`src/rtl/ssp_pkg.sv`:
```
// Shared types, constants and helpers for the servo status packet checker.
// No dependencies; every other file in rtl/ except ssp_ram imports this package.
package ssp_pkg;

    // Payload buffer sizing
    localparam int MAX_PAYLOAD = 16;
    localparam int IDX_W = (MAX_PAYLOAD > 1) ? $clog2(MAX_PAYLOAD) : 1;
    localparam int LEN_W = $clog2(MAX_PAYLOAD + 1);
    // Byte position in a frame runs up to MAX_PAYLOAD + 4
    localparam int CNT_W = $clog2(MAX_PAYLOAD + 5);

    localparam logic [7:0] SYNC_BYTE = 8'hFF;

    // Result status codes
    localparam logic [1:0] STATUS_OK      = 2'd0;
    localparam logic [1:0] STATUS_SHORT   = 2'd1;
    localparam logic [1:0] STATUS_BAD_HDR = 2'd2;
    localparam logic [1:0] STATUS_BAD_SUM = 2'd3;

    // Configuration register map
    localparam int CFG_IDX_W = 1;
    localparam int CFG_DATA_W = 8;
    localparam logic [CFG_IDX_W-1:0] CFG_EXPECTED_ID  = 1'b0;
    localparam logic [CFG_IDX_W-1:0] CFG_EXPECTED_LEN = 1'b1;

    typedef struct packed {
        logic [7:0] rx_byte;
        logic       window_end;
    } t_in_item;

    typedef struct packed {
        logic [7:0] payload_byte;
        logic [1:0] status;
        logic       last;
    } t_out_item;

    // Frame close event from the byte checker to the readout
    typedef struct packed {
        logic       fire;    // a result is due
        logic       good;    // frame passed: stream the buffered payload
        logic [1:0] status;  // error code when not good
    } t_close_evt;

    typedef enum logic [1:0] {
        RD_IDLE,
        RD_ISSUE,
        RD_LOAD
    } t_rd_state;

    // Clamp the programmed payload length into 1..MAX_PAYLOAD
    function automatic logic [LEN_W-1:0] sat_len(input logic [4:0] v);
        int n;
        n = int'(v);
        if (n < 1) n = 1;
        if (n > MAX_PAYLOAD) n = MAX_PAYLOAD;
        return LEN_W'(n);
    endfunction

endpackage

```
`src/rtl/ssp_readout.sv`:
```
// Result sequencer: output register, error results, and payload readout
// from the buffer RAM (issue read, then load beat). Uses ssp_pkg.
module ssp_readout
    import ssp_pkg::*;
(
    input  logic             i_clk,
    input  logic             i_rst_n,
    input  t_close_evt       i_evt,
    input  logic [LEN_W-1:0] i_len,
    output logic             o_rd_en,
    output logic [IDX_W-1:0] o_rd_addr,
    input  logic [7:0]       i_rd_data,
    output logic             o_in_ready,
    output logic             o_out_valid,
    input  logic             i_out_ready,
    output t_out_item        o_out_data
);

    t_rd_state        r_state, n_state;
    logic [IDX_W-1:0] r_idx;
    logic [LEN_W-1:0] r_len;
    logic             r_out_valid;
    t_out_item        r_out;

    logic out_free;
    logic load;
    logic idx_last;

    assign out_free = !r_out_valid || i_out_ready;
    assign idx_last = (LEN_W'(r_idx) + LEN_W'(1)) == r_len;

    // Next state
    always_comb begin
        n_state = r_state;
        unique case (r_state)
            RD_IDLE:  if (i_evt.fire && i_evt.good) n_state = RD_ISSUE;
            RD_ISSUE: n_state = RD_LOAD;
            RD_LOAD: begin
                if (out_free) n_state = idx_last ? RD_IDLE : RD_ISSUE;
            end
            default:  n_state = RD_IDLE;
        endcase
    end

    // State outputs
    always_comb begin
        o_rd_en    = 1'b0;
        load       = 1'b0;
        o_in_ready = 1'b0;
        unique case (r_state)
            RD_IDLE:  o_in_ready = out_free;
            RD_ISSUE: o_rd_en = 1'b1;
            RD_LOAD:  load = out_free;
            default:  o_in_ready = 1'b0;
        endcase
    end

    assign o_rd_addr = r_idx;

    always_ff @(posedge i_clk) begin
        if (!i_rst_n) begin
            r_state <= RD_IDLE;
        end else begin
            r_state <= n_state;
        end
    end

    // Track the readout index and latch the run length
    always_ff @(posedge i_clk) begin
        if (r_state == RD_IDLE && i_evt.fire && i_evt.good) begin
            r_idx <= '0;
            r_len <= i_len;
        end else if (load && !idx_last) begin
            r_idx <= r_idx + IDX_W'(1);
        end
    end

    // Output register: payload beat, error beat, or drain
    always_ff @(posedge i_clk) begin
        if (!i_rst_n) begin
            r_out_valid <= 1'b0;
        end else if (load || (i_evt.fire && !i_evt.good)) begin
            r_out_valid <= 1'b1;
        end else if (i_out_ready) begin
            r_out_valid <= 1'b0;
        end
    end

    always_ff @(posedge i_clk) begin
        if (load) begin
            r_out <= '{payload_byte: i_rd_data, status: STATUS_OK, last: idx_last};
        end else if (i_evt.fire && !i_evt.good) begin
            r_out <= '{payload_byte: 8'd0, status: i_evt.status, last: 1'b1};
        end
    end

    assign o_out_valid = r_out_valid;
    assign o_out_data  = r_out;

    // A frame closes only while the sequencer is idle
    a_evt_idle: assert property (@(posedge i_clk) disable iff (!i_rst_n)
        i_evt.fire |-> (r_state == RD_IDLE))
        else $error("frame close during payload readout");

    // Each read is followed by its load phase
    a_read_load: assert property (@(posedge i_clk) disable iff (!i_rst_n)
        o_rd_en |=> (r_state == RD_LOAD))
        else $error("buffer read not followed by load");

    // The final payload beat returns the sequencer to idle
    a_last_idle: assert property (@(posedge i_clk) disable iff (!i_rst_n)
        (load && idx_last) |=> (r_state == RD_IDLE && r_out_valid && r_out.last))
        else $error("payload run did not end cleanly");

    // Error results are single beats marked last with a zero byte
    a_err_last: assert property (@(posedge i_clk) disable iff (!i_rst_n)
        (r_out_valid && r_out.status != STATUS_OK)
            |-> (r_out.last && r_out.payload_byte == 8'd0))
        else $error("error result not a single last beat");

endmodule

```
`config.mk`:
```
export PLATFORM = sky130hd
export DESIGN_NAME = ssp_readout
export DESIGN_NICKNAME = d
export VERILOG_FILES = /design/src/rtl/ssp_pkg.sv /design/src/rtl/ssp_readout.sv
export SDC_FILE = /design/constraint.sdc
export NUM_CORES = 1
export LEC_CHECK = 0
export BUFFER_PORTS_ARGS = -buffer_cell sky130_fd_sc_hd__buf_4
export CAP_MARGIN = 25
export CORE_MARGIN = 1
export CORE_UTILIZATION = 45
export CTS_CLUSTER_DIAMETER = 80
export DETAILED_ROUTE_END_ITERATION = 8
export PLACE_DENSITY = 0.74
export SKIP_LAST_GASP = 1
export SYNTH_ARGS = -nofsm -noshare
export SYNTH_HDL_FRONTEND = slang
export SYNTH_SLANG_ARGS = --single-unit
```
`constraint.sdc`:
```
create_clock -name i_clk -period 3.75 [get_ports i_clk]
set_clock_uncertainty 0.2 [all_clocks]
set_input_delay 0.1875 -clock i_clk [delete_from_list [all_inputs] [get_ports i_clk]]
set_output_delay 0.1875 -clock i_clk [all_outputs]
set_load 0.05 [all_outputs]
```
==> results of run 1 <==
-- synthesized netlist by cell type (2+ instances only) --
cell / n / area share [%]
inv_1: 4 / 1.5
nand2b_1: 3 / 1.9
edfxtp_1: 14 / 42
nand3_1: 2 / 1.0
xnor2_1: 4 / 3.5
nor2b_1: 4 / 2.5
and2_1: 9 / 5.6
nor3_1: 2 / 1.0
dfxtp_1: 9 / 18
nand2_1: 4 / 1.5
mux2i_1: 6 / 6.0
nor2_1: 6 / 2.3
-- registers in the layout (all words and copies together), names as in the netlist --
| signal | cells |
|---|---|
| o_out_data | 11 |
| r_len | 5 |
| o_out_valid | 1 |
| r_state | 2 |
| o_rd_addr | 4 |
-- metal layers --
metal	vias to the layer above	routed length, um	track usage [%]
li1	406	-	-
met1	375	917	22.2
met2	25	1270	40.6
met3	0	88	3.12
met4	0	0	5.88
met5	-	0	0
-- power breakdown --
| group | internal, uW | switching, uW |
|---|---|---|
| sequential | 285 | 10.9 |
| clock | 41.4 | 70.7 |
| combinational | 59.2 | 87.0 |
| total | 386 | 169 |
-- cell type report --
cell class / count / area, sq um
fill: 153 / 510
inverter: 4 / 15.0
timing repair buffer: 55 / 458
multi-input combinational: 55 / 378
clock buffer: 4 / 26.3
tap: 27 / 33.8
sequential: 23 / 601
-- critical path, cell delays in order (launching register included) --
cell,delay [ps]
dfxtp_1,430
nand2b_1,120
nor2_1,660
nor2_1,150
inv_1,330
-- metrics by stage --
step | area, sq um | util (%)
2_1_floorplan | 997 | -
3_3_place_gp | 1310 | 64.5
3_5_place_dp | 1310 | 64.5
4_1_cts | 1510 | 74.8
5_1_grt | 1510 | 74.8
6_report | 1510 | 74.8
-- layout by cell type, fill, tap and decap left out --
cell	n
a21boi_0	1
a21oi_1	1
a22oi_1	1
and2_1	9
buf_4	37
clkbuf_1	1
clkbuf_4	3
dfxtp_1	9
dlygate4sd3_1	18
edfxtp_1	14
ha_1	1
inv_1	4
mux2i_1	6
nand2_1	4
nand2b_1	3
nand3_1	2
nand3b_1	1
nand4b_1	1
nor2_1	6
nor2b_1	4
nor3_1	2
o2111ai_2	1
o211ai_1	1
o211ai_2	1
o21a_1	1
o21ai_0	1
o21ai_1	1
o21ai_2	1
o22ai_1	1
xnor2_1	4
xor2_1	1
-- logic make-up (layout without fill, tap and decap cells) --
group / count (synthesis) / count (layout) / synth area share (%)
buffers and inverters: 5 / 63 / 1.88
adders and majority gates: 1 / 1 / 1.25
muxes: 6 / 6 / 6.02
DFF: 23 / 23 / 60.2
xor gates and xnor gates: 5 / 5 / 4.39
AOI/OAI and AO/OA: 11 / 11 / 8.78
and+or+nand+nor: 32 / 32 / 17.4
-- worst max path at each step --
stage	endpoint	cells after the start	from	slack [ps]
4_1_cts	o_out_data[4]	4	r_state[1]	1590
2_1_floorplan	o_out_data[0]	5	o_rd_addr[0]	1520
6_report	o_out_data[9]	4	r_state[1]	1540
3_3_place_gp	o_out_data[10]	4	r_state[1]	1630
5_1_grt	o_out_data[9]	4	r_state[0]	1390
3_5_place_dp	o_out_data[9]	4	r_state[1]	1600
==> results.ini, run 1 <==
[finish]
nets=163
drive_gt1_share_pct=30.5
area_delta_synth_final_pct=51.6
insertedDiodeCount=0
instances_no_fill=168

[timing]
setup_slack_ps=1540
fin_hold_ws_ps=24.6
setup_violations=0
fin_setup_tns_ps=0
relSlewSlack_pct=43.4
post-route-period-util_pct=58.8
drv_slew=0
fmaxAchievable_mhz=453
final-hold-violation-count=0
rsz0062_at_grt=no
tightestPinTransition_ps=847
finalCriticalPeriod_ps=2210

[clock_network]
cts_made_buffers=3
clk_latency_ps=300
cts.sinks=23
cts_resized=0
cts_tree=done
clkTransAtPathRegs_ps=120
cts_max_level=1
postCtsSetupBuffers=0
holdBufCountCts=18
root_buffer=clkbuf_4
clockBufferDepth=2

[global_route]
grtUsageTotal_pct=20.6
overflow=0
grt_pass1_vias=804
grt_pass1_wl_um=3590
grt_start_max_net_pins=14
antenna_found_initial=0

[power]
power.leakage_uw=0.000659
total_power_uw=555
vdd_ir_drop_max_mv=0.285
power_density_nw_per_um2=367

[synth]
synth_ff_type=edfxtp_1
ys_async_sr_fraction_pct=0
ys_ff_latch=23
yosys_warnings=0
seq_area_frac_synth_pct=60.2
syn_nets=104
synth_edf_count=14
synth_cells=83
netlist_area_sq_um=997
ys_types=28
syn_area_per_cell_sq_um=12.0

[placement]
gp_congestion=0.723
dp_worst_setup_slack_ps=1600
dp.cells=146
dp_hpwl_um=1450
portBuffers=37

[die]
dieWidth_um=49.1
core-area_sq_um=2020
start_util_pct=49.3
die-area_sq_um=2410
io_pins=38
std_cell_rows=16
die_y_um=49.1

[worst_setup_path]
cp.arrival_ps=1990
crit_type=reg -> reg
r2r_cells=4
worst_setup_path_end_kind=register
timing.rr.end=o_out_data[9]
rr_startpoint=r_state[1]
cp.required_ps=3530
r2r_slack_ps=1540
cp-start-kind=register
critPathMaxFanout=13

[drt]
dr_total_vias=806
drc=0
wire_per_inst_um=13.5
avgViaCountPerCell=4.80
wl_um=2280
antenna_left=0
drt_iter0_drc=9
dr.pass1.iters=4

[worst_hold_path]
hold_path_end=o_out_valid
worstHoldPathCells=3
holdCritPathClass=in -> reg
worstHoldStart=i_out_ready

[flow_run]
max_cap_viol_count=0

[outcome]
status=complete, no violations

No activity file was read; power rests on OpenSTA's default activity.
==> run 2, diff against run 1 <==
Settings changed: CORE_UTILIZATION 45 to 42, PLACE_DENSITY 0.74 to 0.73.
Clock period 3.75 ns to 1.9 ns, I/O delays scaled along.
==> run 2 against run 1 <==
Final cell count rose by 4.8%. Hold slack improved by 270 ps. Combinational power rose by 120%. Utilization fell by 2.7 points. Cell area rose by 6.5%. Via count rose by 4.3%. Highest routed layer is now met4. Non-clock buffer count rose by 7. Critical endpoint is now o_out_data[2].
==> results.ini, run 2 (synthesis gave the netlist of run 1 again) <==
[timing]
fin_hold_ws_ps=292
setup_violations=0
post-route-period-util_pct=94.6
tightestPinTransition_ps=372
final-hold-violation-count=0
relSlewSlack_pct=75.2
fmaxAchievable_mhz=557
drv_slew=0
setup_slack_ps=103
finalCriticalPeriod_ps=1800
fin_setup_tns_ps=0

[die]
dieWidth_um=50.7
std_cell_rows=17
die-area_sq_um=2570
start_util_pct=44.6
core-area_sq_um=2230
io_pins=38
die_y_um=50.7

[worst_setup_path]
rr_startpoint=o_rd_addr[0]
crit_top_cell=dlygate4sd3_1
worst_setup_path_end_kind=register
cp.arrival_ps=1820
cp-start-kind=input pin
r2r_slack_ps=130
cp_num_buf_inv=3
cp_slowest_cell=dlygate4sd3_1
critPathLaunch=i_evt[2]
cp.required_ps=1920
crit_cells=6
crit_type=in -> reg
cpPeakStageDelay_ps=560
r2r_cells=6
cp_cell_sequence=dlygate4sd3_1 > buf_4 > nor2b_2 > mux2i_1 > dlygate4sd3_1 > nor2_1
critPathMaxFanout=3
critical-path-top-delay-family=buffers and inverters

[power]
vdd_ir_drop_max_mv=0.592
combPwrFrac_pct=28.1
p_sw_share_pct=31.0
power.leakage_uw=0.000700
power_density_nw_per_um2=707
pwr-share-seq_pct=51.9
p_clk_share_pct=20.1
p_sw_uw=353
intPower_uw=785

[finish]
postLayoutCoreUtil_pct=72.1
area_delta_synth_final_pct=61.5
insertedDiodeCount=0
design_area_sq_um=1610
nets=170
final_common_cell=buf_4
drive_gt1_share_pct=37.8
largest_register_ffs=11
final_cell_mix=buf_4 (41), dlygate4sd3_1 (21), edfxtp_1 (14)
nFillCells=176

[placement]
placedInstanceArea_sq_um=1340
dp_worst_setup_slack_ps=-1.79
dp_hpwl_um=1490
portBuffers=37
gp_congestion=0.777

[clock_network]
clk_latency_ps=310
cts_max_level=1
clkTransAtPathRegs_ps=130
cts_tree=done
cts_made_buffers=3
root_buffer=clkbuf_4
clockBufferDepth=2
cts.sinks=23

[global_route]
grt_start_max_net_pins=14
grtUsageTotal_pct=19.3
grt_pass1_vias=837
antenna_found_initial=0
overflow=0
grt_pass1_wl_um=3570

[outcome]
status=complete, no violations

[worst_hold_path]
worstHoldPathCells=2
holdCritPathClass=in -> reg
worstHoldStart=i_len[4]

[drt]
antenna_left=0
avgViaCountPerCell=4.78
dr.pass1.iters=4
wire_per_inst_um=13.2
wl_um=2320
drc=0
dr_total_vias=841
drt_iter0_drc=10

[flow_run]
max_cap_viol_count=0

run 2: cell types whose count changed in the layout (fill, tap and decap cells not counted), moves of 2 or more:
cell,previous run,this run
buf_4,37,41
dfxtp_1,9,6
dlygate4sd3_1,18,21
dfxtp_2,0,2
nor2b_1,4,2
nor2b_2,0,2
run 2: power by group through the flow:
stage                     clock network [uW]  logic, uW  registers (uW)
after detailed placement                   0        263             597
after floorplan                            0       81.1             682
after global routing                     259        336             595
after CTS                                230        299             586
final                                    228        319             590
after global placement                     0        255             595
run 2: repair_timing:
| action | CTS | global route |
|---|---|---|
| pin swaps | 1 | 0 |
| resized for setup | 0 | 6 |
| buffers inserted | 0 | 1 |
| hold endpoints to repair | 18 | 1 |
| endpoints found under the setup margin | 2 | 7 |
| hold buffers | 20 | 1 |
run 2: final cells by class:
type | count | area (sq um) | area share, %
clock buffer | 3 | 22.5 | 1.40
clock inverter | 1 | 5.00 | 0.311
inverter | 4 | 15.0 | 0.932
multi-input combinational | 55 | 408 | 25.3
sequential | 23 | 607 | 37.7
tap | 28 | 35.0 | 2.18
timing repair buffer | 62 | 518 | 32.2
run 2: per-layer routing:
metal  global-route usage (%)  part of all wire, %  wire length (um)
met1                     22.0                   39               909
met2                     34.7                   56              1290
met3                     3.33                  3.5                81
met4                     8.80                  1.6                36
met5                        0                    0                 0
run 2: per-stage QoR:
step | total power [uW] | cells
6_report | 1140 | 176
5_1_grt | 1190 | 176
4_1_cts | 1120 | 174
3_5_place_dp | 860 | 150
3_3_place_gp | 850 | 150
2_1_floorplan | 763 | 83
run 2: path summary, 6_finish.rpt:
kind / endpoint
worst min-delay path: r_len[4]
worst min register to register: o_rd_addr[0]
worst max register to register: o_rd_addr[1]
worst max-delay path: o_out_data[2]
run 2: worst register-to-register path: stages (launching register included):
cell	delay, ps
dfxtp_4	390
ha_4	260
xnor2_2	170
o2111ai_2	180
o21ai_2	170
buf_4	140
mux2i_1	190
